<file path="src/rtl/qas_pkg.sv">
// ----------------------------------------------------------------------------
// qas_pkg
// Shared constants and types of the quoted argument splitter: character
// codes, quote modes, register map and the result record.
// ----------------------------------------------------------------------------
package qas_pkg;

    // character codes
    localparam logic [7:0] CH_SPACE  = 8'h20;
    localparam logic [7:0] CH_TAB    = 8'h09;
    localparam logic [7:0] CH_LF     = 8'h0A;
    localparam logic [7:0] CH_CR     = 8'h0D;
    localparam logic [7:0] CH_BS     = 8'h08;
    localparam logic [7:0] CH_BSLASH = 8'h5C;
    localparam logic [7:0] CH_DQUOTE = 8'h22;
    localparam logic [7:0] CH_SQUOTE = 8'h27;
    localparam logic [7:0] CH_LC_R   = 8'h72;
    localparam logic [7:0] CH_LC_N   = 8'h6E;
    localparam logic [7:0] CH_LC_T   = 8'h74;
    localparam logic [7:0] CH_LC_S   = 8'h73;
    localparam logic [7:0] CH_LC_B   = 8'h62;
    localparam logic [7:0] CH_NUL    = 8'h00;

    // quote modes
    localparam logic [1:0] QM_NONE   = 2'd0;
    localparam logic [1:0] QM_SINGLE = 2'd1;
    localparam logic [1:0] QM_DOUBLE = 2'd2;

    // argument counter
    localparam int          CNT_W   = 10;
    localparam logic [9:0]  CNT_MAX = 10'd1023;

    // register map
    localparam int          PADDR_W        = 3;
    localparam int          PDATA_W        = 32;
    localparam logic        REG_MAX_ARGS   = 1'b0;
    localparam logic [9:0]  MAX_ARGS_RESET = 10'd64;

    // result queue
    localparam int FIFO_DEPTH = 4;
    localparam int FIFO_AW    = $clog2(FIFO_DEPTH);
    localparam int FIFO_CW    = $clog2(FIFO_DEPTH + 1);

    typedef struct packed {
        logic [7:0]       arg_byte;
        logic             byte_valid;
        logic             arg_end;
        logic [CNT_W-1:0] arg_number;
        logic             arg_kept;
        logic             run_last;
    } result_t;

endpackage

</file>
<file path="src/rtl/quoted_argument_splitter.sv">
// ----------------------------------------------------------------------------
// quoted_argument_splitter
// Shell style argument splitter: one character per input beat, argument
// bytes and end marks out.
// ----------------------------------------------------------------------------
// Input channel (in_valid/in_ready) carries char_in and string_end. Each beat
// is decoded in the cycle it is accepted and gives zero, one or two result
// beats, which go into a four-entry result queue. The output channel
// (out_valid/out_ready) drains that queue one result beat per cycle
// while out_ready is high; results enter the queue as their beat is accepted.
// Throughput: one input beat per cycle while results drain; a beat that makes
// two results (escape with a kept backslash, trailing backslash with end mark)
// takes two output beats, so the sustained character rate is set by the single
// output port of the result queue.
// in_ready is high while the queue holds at most two results, so a stalled
// receiver holds back input once three or more results wait; nothing is lost.
// max_args is written over the APB port (address 0). The user must write it
// only while the block is idle; the block itself does not enforce this. Reset
// clears the parser state, the argument count and the queue, and sets max_args to 64.
// ----------------------------------------------------------------------------
module quoted_argument_splitter (
    input  logic                        clk,
    input  logic                        rst_n,
    // character input
    input  logic                        in_valid,
    output logic                        in_ready,
    input  logic [7:0]                  char_in,
    input  logic                        string_end,
    // result output
    output logic                        out_valid,
    input  logic                        out_ready,
    output logic [7:0]                  arg_byte,
    output logic                        byte_valid,
    output logic                        arg_end,
    output logic [qas_pkg::CNT_W-1:0]   arg_number,
    output logic                        arg_kept,
    output logic                        run_last,
    // configuration
    input  logic                        psel,
    input  logic                        penable,
    input  logic                        pwrite,
    input  logic [qas_pkg::PADDR_W-1:0] paddr,
    input  logic [qas_pkg::PDATA_W-1:0] pwdata,
    output logic [qas_pkg::PDATA_W-1:0] prdata,
    output logic                        pready
);
    import qas_pkg::*;

    // parser state
    logic             in_token_reg, in_token_next;
    logic [1:0]       quote_mode_reg, quote_mode_next;
    logic             escape_reg, escape_next;
    logic             saw_quote_reg, saw_quote_next;
    logic             has_bytes_reg, has_bytes_next;
    logic [CNT_W-1:0] arg_count_reg, arg_count_next;
    logic [CNT_W-1:0] max_args_reg;

    // result queue
    result_t            fifo_mem [FIFO_DEPTH];
    logic [FIFO_AW-1:0] wr_ptr_reg, rd_ptr_reg;
    logic [FIFO_CW-1:0] count_reg, count_next;

    logic             in_fire, out_fire, cfg_write;
    logic [CNT_W-1:0] cur_number;
    logic             cur_kept;
    logic [1:0]       nres;
    result_t          res0, res1;
    logic             tok_eff, has_eff, quote_close;

    // configuration port
    assign pready    = 1'b1;
    assign cfg_write = psel && penable && pwrite && (paddr[PADDR_W-1] == REG_MAX_ARGS);

    always_comb
    begin
        prdata = '0;
        if (paddr[PADDR_W-1] == REG_MAX_ARGS)
        begin
            prdata[CNT_W-1:0] = max_args_reg;
        end
    end

    always_ff @(posedge clk or negedge rst_n)
    begin
        if (!rst_n)
        begin
            max_args_reg <= MAX_ARGS_RESET;
        end
        else if (cfg_write)
        begin
            max_args_reg <= pwdata[CNT_W-1:0];
        end
    end

    // handshakes
    assign in_ready  = (count_reg <= FIFO_CW'(FIFO_DEPTH - 2));
    assign in_fire   = in_valid && in_ready;
    assign out_valid = (count_reg != '0);
    assign out_fire  = out_valid && out_ready;

    // number of the argument being built
    assign cur_number = (arg_count_reg != CNT_MAX) ? arg_count_reg + 1'b1 : CNT_MAX;
    assign cur_kept   = (cur_number <= max_args_reg);

    // character decode
    always_comb
    begin
        in_token_next   = in_token_reg;
        quote_mode_next = quote_mode_reg;
        escape_next     = escape_reg;
        saw_quote_next  = saw_quote_reg;
        has_bytes_next  = has_bytes_reg;
        arg_count_next  = arg_count_reg;
        nres            = 2'd0;
        tok_eff         = in_token_reg;
        has_eff         = has_bytes_reg;

        res0            = '0;
        res0.arg_number = cur_number;
        res0.arg_kept   = cur_kept;
        res0.byte_valid = 1'b1;
        res1            = res0;

        quote_close = ((quote_mode_reg == QM_SINGLE) && (char_in == CH_SQUOTE)) ||
                      ((quote_mode_reg == QM_DOUBLE) && (char_in == CH_DQUOTE));

        if (string_end)
        begin
            // end of string: flush a lone backslash, then close the argument
            if (escape_reg)
            begin
                res0.arg_byte = CH_BSLASH;
                nres          = 2'd1;
                tok_eff       = 1'b1;
                has_eff       = 1'b1;
            end
            if (tok_eff && (has_eff || saw_quote_reg))
            begin
                if (nres == 2'd0)
                begin
                    res0.byte_valid = 1'b0;
                    res0.arg_end    = 1'b1;
                end
                else
                begin
                    res1.byte_valid = 1'b0;
                    res1.arg_end    = 1'b1;
                end
                nres           = nres + 2'd1;
                arg_count_next = cur_number;
            end
            in_token_next   = 1'b0;
            quote_mode_next = QM_NONE;
            escape_next     = 1'b0;
            saw_quote_next  = 1'b0;
            has_bytes_next  = 1'b0;
        end
        else if (escape_reg)
        begin
            // escaped character
            escape_next    = 1'b0;
            in_token_next  = 1'b1;
            has_bytes_next = 1'b1;
            nres           = 2'd1;
            res0.arg_byte  = char_in;
            res1.arg_byte  = char_in;
            case (char_in)
                CH_BSLASH: res0.arg_byte = CH_BSLASH;
                CH_LC_R:   res0.arg_byte = CH_CR;
                CH_LC_N:   res0.arg_byte = CH_LF;
                CH_LC_T:   res0.arg_byte = CH_TAB;
                CH_LC_S:   res0.arg_byte = CH_SPACE;
                CH_LC_B:   res0.arg_byte = CH_BS;
                CH_SQUOTE, CH_DQUOTE:
                begin
                    if ((quote_mode_reg != QM_NONE) && !quote_close)
                    begin
                        res0.arg_byte = CH_BSLASH;
                        nres          = 2'd2;
                    end
                end
                CH_SPACE, CH_TAB, CH_LF: res0.arg_byte = char_in;
                default:
                begin
                    res0.arg_byte = CH_BSLASH;
                    nres          = 2'd2;
                end
            endcase
        end
        else if (quote_close)
        begin
            quote_mode_next = QM_NONE;
        end
        else if ((char_in == CH_SPACE) || (char_in == CH_TAB) || (char_in == CH_LF))
        begin
            if (quote_mode_reg != QM_NONE)
            begin
                res0.arg_byte  = char_in;
                nres           = 2'd1;
                in_token_next  = 1'b1;
                has_bytes_next = 1'b1;
            end
            else
            begin
                // unquoted whitespace closes the argument
                if (in_token_reg && (has_bytes_reg || saw_quote_reg))
                begin
                    res0.byte_valid = 1'b0;
                    res0.arg_end    = 1'b1;
                    nres            = 2'd1;
                    arg_count_next  = cur_number;
                end
                in_token_next   = 1'b0;
                escape_next     = 1'b0;
                saw_quote_next  = 1'b0;
                has_bytes_next  = 1'b0;
            end
        end
        else if ((char_in == CH_SQUOTE) || (char_in == CH_DQUOTE))
        begin
            if (quote_mode_reg != QM_NONE)
            begin
                res0.arg_byte  = char_in;
                nres           = 2'd1;
                in_token_next  = 1'b1;
                has_bytes_next = 1'b1;
            end
            else
            begin
                in_token_next   = 1'b1;
                saw_quote_next  = 1'b1;
                quote_mode_next = (char_in == CH_SQUOTE) ? QM_SINGLE : QM_DOUBLE;
            end
        end
        else if (char_in == CH_BSLASH)
        begin
            in_token_next = 1'b1;
            escape_next   = 1'b1;
        end
        else
        begin
            res0.arg_byte  = char_in;
            nres           = 2'd1;
            in_token_next  = 1'b1;
            has_bytes_next = 1'b1;
        end

        // mark the last result of this beat
        if (nres == 2'd2)
        begin
            res1.run_last = 1'b1;
        end
        else
        begin
            res0.run_last = 1'b1;
        end
    end

    // parser state registers
    always_ff @(posedge clk or negedge rst_n)
    begin
        if (!rst_n)
        begin
            in_token_reg   <= 1'b0;
            quote_mode_reg <= QM_NONE;
            escape_reg     <= 1'b0;
            saw_quote_reg  <= 1'b0;
            has_bytes_reg  <= 1'b0;
            arg_count_reg  <= '0;
        end
        else if (in_fire)
        begin
            in_token_reg   <= in_token_next;
            quote_mode_reg <= quote_mode_next;
            escape_reg     <= escape_next;
            saw_quote_reg  <= saw_quote_next;
            has_bytes_reg  <= has_bytes_next;
            arg_count_reg  <= arg_count_next;
        end
    end

    // queue occupancy
    always_comb
    begin
        count_next = count_reg;
        if (in_fire)
        begin
            count_next = count_next + FIFO_CW'(nres);
        end
        if (out_fire)
        begin
            count_next = count_next - 1'b1;
        end
    end

    always_ff @(posedge clk or negedge rst_n)
    begin
        if (!rst_n)
        begin
            count_reg  <= '0;
            wr_ptr_reg <= '0;
            rd_ptr_reg <= '0;
        end
        else
        begin
            count_reg <= count_next;
            if (in_fire)
            begin
                wr_ptr_reg <= wr_ptr_reg + FIFO_AW'(nres);
            end
            if (out_fire)
            begin
                rd_ptr_reg <= rd_ptr_reg + 1'b1;
            end
        end
    end

    // queue storage
    always_ff @(posedge clk)
    begin
        if (in_fire && (nres != 2'd0))
        begin
            fifo_mem[wr_ptr_reg] <= res0;
        end
        if (in_fire && (nres == 2'd2))
        begin
            fifo_mem[wr_ptr_reg + 1'b1] <= res1;
        end
    end

    // output beat
    assign arg_byte   = fifo_mem[rd_ptr_reg].arg_byte;
    assign byte_valid = fifo_mem[rd_ptr_reg].byte_valid;
    assign arg_end    = fifo_mem[rd_ptr_reg].arg_end;
    assign arg_number = fifo_mem[rd_ptr_reg].arg_number;
    assign arg_kept   = fifo_mem[rd_ptr_reg].arg_kept;
    assign run_last   = fifo_mem[rd_ptr_reg].run_last;

endmodule

</file>
<file path="config.mk">
export PLATFORM = sky130hd
export DESIGN_NAME = quoted_argument_splitter
export DESIGN_NICKNAME = d
export VERILOG_FILES = /design/src/rtl/qas_pkg.sv /design/src/rtl/quoted_argument_splitter.sv
export SDC_FILE = /design/constraint.sdc
export NUM_CORES = 1
export LEC_CHECK = 0
export BUFFER_PORTS_ARGS = -buffer_cell sky130_fd_sc_hd__buf_2
export CAP_MARGIN = 30
export CORE_MARGIN = 2
export CORE_UTILIZATION = 57
export CTS_CLUSTER_SIZE = 10
export DETAILED_ROUTE_END_ITERATION = 8
export PLACE_DENSITY = 0.86
export SLEW_MARGIN = 20
export SYNTH_ARGS = -nofsm -noshare
export SYNTH_HDL_FRONTEND = slang
export SYNTH_SLANG_ARGS = --single-unit
</file>
<file path="constraint.sdc">
create_clock -name clk -period 4.9 [get_ports clk]
set_input_delay 0.245 -clock clk [delete_from_list [all_inputs] [get_ports clk]]
set_output_delay 0.245 -clock clk [all_outputs]
set_load 0.01 [all_outputs]
</file>
After elaboration in Yosys (flattened, before gate mapping) --
Memories as Yosys holds them, arrays and structs flattened. Index checks and enable logic that the tools add are counted. Widths: inputs -> output; s select.
Storage, ports and cells: register bits 33, latch bits 0, RAM bits 88, bits in read-only memories 0, input bits 51, output and inout bits 57, memories kept 1
Operators by class: add/sub/neg operators 7, multipliers 0, div/mod/pow operators 0, magnitude comparators 2, eq/ne operators 26, shifts and indexed selects 0, mux-type cells 88, bitwise gates (word level) 1, reduce and logical (&&, ||, !) cells 35
Memories:
- fifo_mem | words 4, width 22, read ports 1, clocked after memory_dff 0, wr ports 2, line quoted_argument_splitter.sv:59 | result_t fifo_mem [FIFO_DEPTH];
Operator list (number):
- $mux 10 | 11
- $mux 8 | 8
- $pmux 8 s7 | 1
- $eq 8x7->1 const B | 6
- $mux 2 | 24
- $mux 1 | 40
- $eq 8x6->1 const B | 3
- $eq 8x4->1 const B | 2
- $ne 3x3->1 const B | 5
- $logic_and 1x1->1 | 12
- $add 10x1->10 const B | 1
- $le 10x10->1 | 1
- $ne 10x10->1 const B | 1
- $ne 5x5->1 const B | 2
- $reduce_bool 3->1 | 3
- $reduce_or 9->1 | 1
- $reduce_bool 2->1 | 4
- $mux 7 | 1
- $reduce_and 7->1 | 1
- $add 2x1->2 const B | 3
- $logic_or 1x1->1 | 6
- $mux 3 | 2
- $ne 2x2->1 const B | 3
- $reduce_and 6->1 | 1
- other kinds (16) | 17

Depth between registers and ports, before layout --
depth after elaboration 13, mapped depth 13, gate-level depth less buffers 13

Least setup slack after synthesis --
Ideal clock, no wire load.
path type input -> register, start point input char_in[4], end point memory fifo_mem[1][0] in the netlist's numbering, enable pin, library setup time 429 ps, arrival time 3233 ps, required time 4471 ps, path slack 1238 ps, stages 7, cell sequence buf_2 -> or3_1 -> nor3_2 -> a32oi_2 -> o21ai_0 -> o31ai_1 -> nor3_1
RTL lines:
- from (decl) | line quoted_argument_splitter.sv:27 | input logic [7:0] char_in,
- to (decl) | line quoted_argument_splitter.sv:59

Worst setup path after layout --
start point register has_bytes_reg, end point register count_reg[2]
Between the ends: longest elaborated chain between the ends 12
RTL lines:
- from (decl) | line quoted_argument_splitter.sv:54 | logic has_bytes_reg, has_bytes_next;
- from (signal assigned) | line quoted_argument_splitter.sv:277 | has_bytes_reg <= has_bytes_next;
- $logic_or 1x1->1 | line quoted_argument_splitter.sv:206 | if (in_token_reg && (has_bytes_reg || saw_quote_reg))
- $logic_and 1x1->1 | line quoted_argument_splitter.sv:206
- $mux 1 | line quoted_argument_splitter.sv:206
- $mux 1 | line quoted_argument_splitter.sv:196 | if (quote_mode_reg != QM_NONE)
- $mux 2 | line quoted_argument_splitter.sv:194 | else if ((char_in == CH_SPACE) || (char_in == CH_TAB) || (char_in == CH_LF))
- $mux 2 | line quoted_argument_splitter.sv:190 | else if (quote_close)
- $mux 2 | line quoted_argument_splitter.sv:158 | else if (escape_reg)
- $mux 2 (*) | line quoted_argument_splitter.sv:127 | if (string_end)
- $add 3x2->3 (*) | line quoted_argument_splitter.sv:288 | count_next = count_next + FIFO_CW'(nres);
- $mux 3 (*) | line quoted_argument_splitter.sv:286 | if (in_fire)
- $sub 3x1->3 | line quoted_argument_splitter.sv:292 | count_next = count_next - 1'b1;
- $mux 3 (*) | line quoted_argument_splitter.sv:290 | if (out_fire)
- via count_next[2] | line quoted_argument_splitter.sv:61 | logic [FIFO_CW-1:0] count_reg, count_next;
- to (signal assigned) | line quoted_argument_splitter.sv:306 | count_reg <= count_next;
- to (decl) | line quoted_argument_splitter.sv:61
Mark *: on every way through the listed nets, which the timed path passes. The rest lies on a longest branch. The select of a mux whose other input is x is not followed. A chain may end at the register's enable or synchronous reset.

==> impl_metrics.env <==
export IMPL_io_buffer_count=60
export IMPL_grt_overflow_total=0
export IMPL_worst_pin_slew_ns=0.835
export IMPL_wire_per_inst_um=20.4
export IMPL_largest_reg_flops=88
export IMPL_final_cell_mix="edfxtp_1 (88), buf_2 (60), nand2_1 (33), dfrtp_1 (32), nor2_1 (31)"
export IMPL_internal_power_mw=2.49
export IMPL_die_y_um=113
export IMPL_finalSetupTns_ns=0
export IMPL_crit_fanout=4
export IMPL_fin_nets=668
export IMPL_cts_tree="yes"
export IMPL_power_frac_comb=0.305
export IMPL_dieArea_um2=12700
export IMPL_power_density_nw_per_um2=477
export IMPL_clk_pin_slew_ns=0.05
export IMPL_fin_crit_ns=3.35
export IMPL_drc=0
export IMPL_post_cts_setup_buffer_count=0
export IMPL_ys_ff_latch=121
export IMPL_synthFlopType="edfxtp_1"
export IMPL_grt_pass1_wl_um=24600
export IMPL_clock_skew_ns=0.0128
export IMPL_clock_path_buffers=2
export IMPL_ctsHtreeMaxLevel=4
export IMPL_gp_congestion=0.935
export IMPL_worstPathArrival_ns=3.65
export IMPL_regArea_um2=3470
export IMPL_synthCells=542
export IMPL_synth_edf_count=88
export IMPL_setup_viol=0
export IMPL_fill_cells=742
export IMPL_clkSinkCount=121
export IMPL_critical_path_startpoint_type="flip-flop"
export IMPL_crit_required_ns=5.20
export IMPL_wl_um=15400
export IMPL_ctsHoldBuffers=1
export IMPL_dp_hpwl_um=10000
export IMPL_multi_input_area_um2=3020
export IMPL_num_antenna_cells=0
export IMPL_worst_skew_pair_late_latency_ns=0.42
export IMPL_reg2reg_from="has_bytes_reg"
export IMPL_cts_repair_resized=0
export IMPL_synth_xor_xnor_area_share=0.0130
export IMPL_fmax_mhz=298
export IMPL_drive_gt1_frac=0.273
export IMPL_syn_to_final_growth_pct=13.2
export IMPL_grt_use_total=0.249
export IMPL_vias=4795
export IMPL_power_net_switching_mw=1.15
export IMPL_final_core_util=0.666
export IMPL_seq_area_frac_synth=0.514
export IMPL_synth_fa_ha_area_frac=0.0345
export IMPL_dp_cells=720
export IMPL_async_flop_share=0.273
export IMPL_cts_root_buffer="clkbuf_16"
export IMPL_rsz0062_at_grt="no"
export IMPL_slew_violations=0
export IMPL_start_util=0.589
export IMPL_layout_commonest_cell="edfxtp_1"
export IMPL_yosysWarningCount=0
export IMPL_worstSetupPathType="reg -> reg"
export IMPL_switching_share=0.316
export IMPL_fin_crit_sh=0.684
export IMPL_relSlewSlack=0.443
export IMPL_avgSynthCellArea_um2=12.5
export IMPL_antenna_left=0
export IMPL_antenna_found_initial=0
export IMPL_power_frac_clock=0.318
export IMPL_power_mw=3.65
export IMPL_drtIter0Drc=533
export IMPL_min_delay_start="pwdata[0]"
export IMPL_drv_cap=0
export IMPL_via_per_inst=6.35
export IMPL_finalHoldViolCount=0
export IMPL_die_x_um=113
export IMPL_synth_compound_gate_area_share=0.118
export IMPL_core_area_um2=11500
export IMPL_hp_class="in -> reg"
export IMPL_first_pass_iters=8
export IMPL_endpoint_kind="flip-flop"
export IMPL_grt_max_degree=34
export IMPL_status="finished, final reports clean"
export IMPL_io_pins=108
export IMPL_rows=39
export IMPL_finalNonFillerCells=755
export IMPL_ir_drop_mv=0.338
export IMPL_netlist_area_um2=6750
export IMPL_startpoint="has_bytes_reg"
export IMPL_grt_pass1_vias=4822
export IMPL_synth_area_mux_share=0.139
export IMPL_yosys_cell_types_count=74
export IMPL_synth_top_family_by_area="multiplexers"
export IMPL_cts_buffers=17
export IMPL_p_leak_nw=2.91
export IMPL_synth_simple_gate_area_frac=0.128
export IMPL_seq_power_share=0.377
-- final timing paths --
check	end	slack, ns	cells past startpoint
worst max-delay path	count_reg[2]	1.55	13
worst min-delay path	max_args_reg[0]	0.06	2
worst max register to register	count_reg[2]	1.55	13
worst min register to register	rd_ptr_reg[0]	0.50	1
max in group asynchronous	arg_count_reg[8]	3.89	2
min in group asynchronous	arg_count_reg[1]	0.52	2
-- routing by layer --
| metal | vias up | track usage | part of all wire |
|---|---|---|---|
| met5 | - | 0 | 0 |
| met4 | 0 | 0.0862 | 0.024 |
| met3 | 45 | 0.0675 | 0.089 |
| met2 | 264 | 0.410 | 0.50 |
| met1 | 2336 | 0.322 | 0.38 |
| li1 | 2150 | - | - |
-- synth_stat cells (all sizes together), types with 12 or more instances --
master,instances,area share
edfxtp,88,0.39
buf,39,0.038
nand2,33,0.018
nor2,33,0.019
dfrtp,32,0.12
o21ai,31,0.024
mux2,25,0.043
mux4,22,0.073
a21oi,18,0.015
ha,17,0.032
mux2i,15,0.022
clkbuf,14,0.0078
nor3,14,0.012
inv,13,0.0072
nand3,12,0.0089
-- per-stage QoR --
stage                     setup WS, ns  instance area, um^2  hold slack [ns]
after floorplan                   1.24                 6830          -0.0506
after global placement            1.52                 7060            0.339
after detailed placement          1.47                 7080            0.359
after CTS                         1.45                 7630           0.0513
after global routing              1.26                 7640           0.0597
final                             1.55                 7640           0.0619
-- critical path, cell delays in order (launching register included) --
cell and delay, ns:
dfrtp_1 0.37, o21ai_0 0.35, nand2_1 0.19, ha_1 0.31
nand2_1 0.07, o221ai_1 0.20, or2_2 0.38, nor2_1 0.17
ha_1 0.19, fa_1 0.41, mux2i_1 0.20, ha_1 0.18
nand2_1 0.06, xor2_1 0.16
-- power by group through the flow --
stage / Clock [mW] / Combinational, mW / Sequential, mW
2_1_floorplan: 0 / 0.795 / 1.35
3_3_place_gp: 0 / 1.02 / 1.40
3_5_place_dp: 0 / 1.10 / 1.39
4_1_cts: 1.16 / 1.12 / 1.37
5_1_grt: 1.21 / 1.21 / 1.39
6_report: 1.16 / 1.11 / 1.37
-- logic make-up after synthesis --
kind of cell	count (synthesis)
xor+xnor	10
mux	62
buf+inv	66
other cells	2
simple gates	157
fa+ha+maj	18
flops	121
compound gates	106
-- cell type report --
cell class / instances / area share
flip-flops and latches: 121 / 0.454
multi-input cells: 376 / 0.395
well taps: 143 / 0.0234
inverters: 13 / 0.00639
clock inverters: 8 / 0.00917
clock buffers: 24 / 0.0619
repair buffers: 70 / 0.0501
No activity file was read; power rests on OpenSTA's default activity.
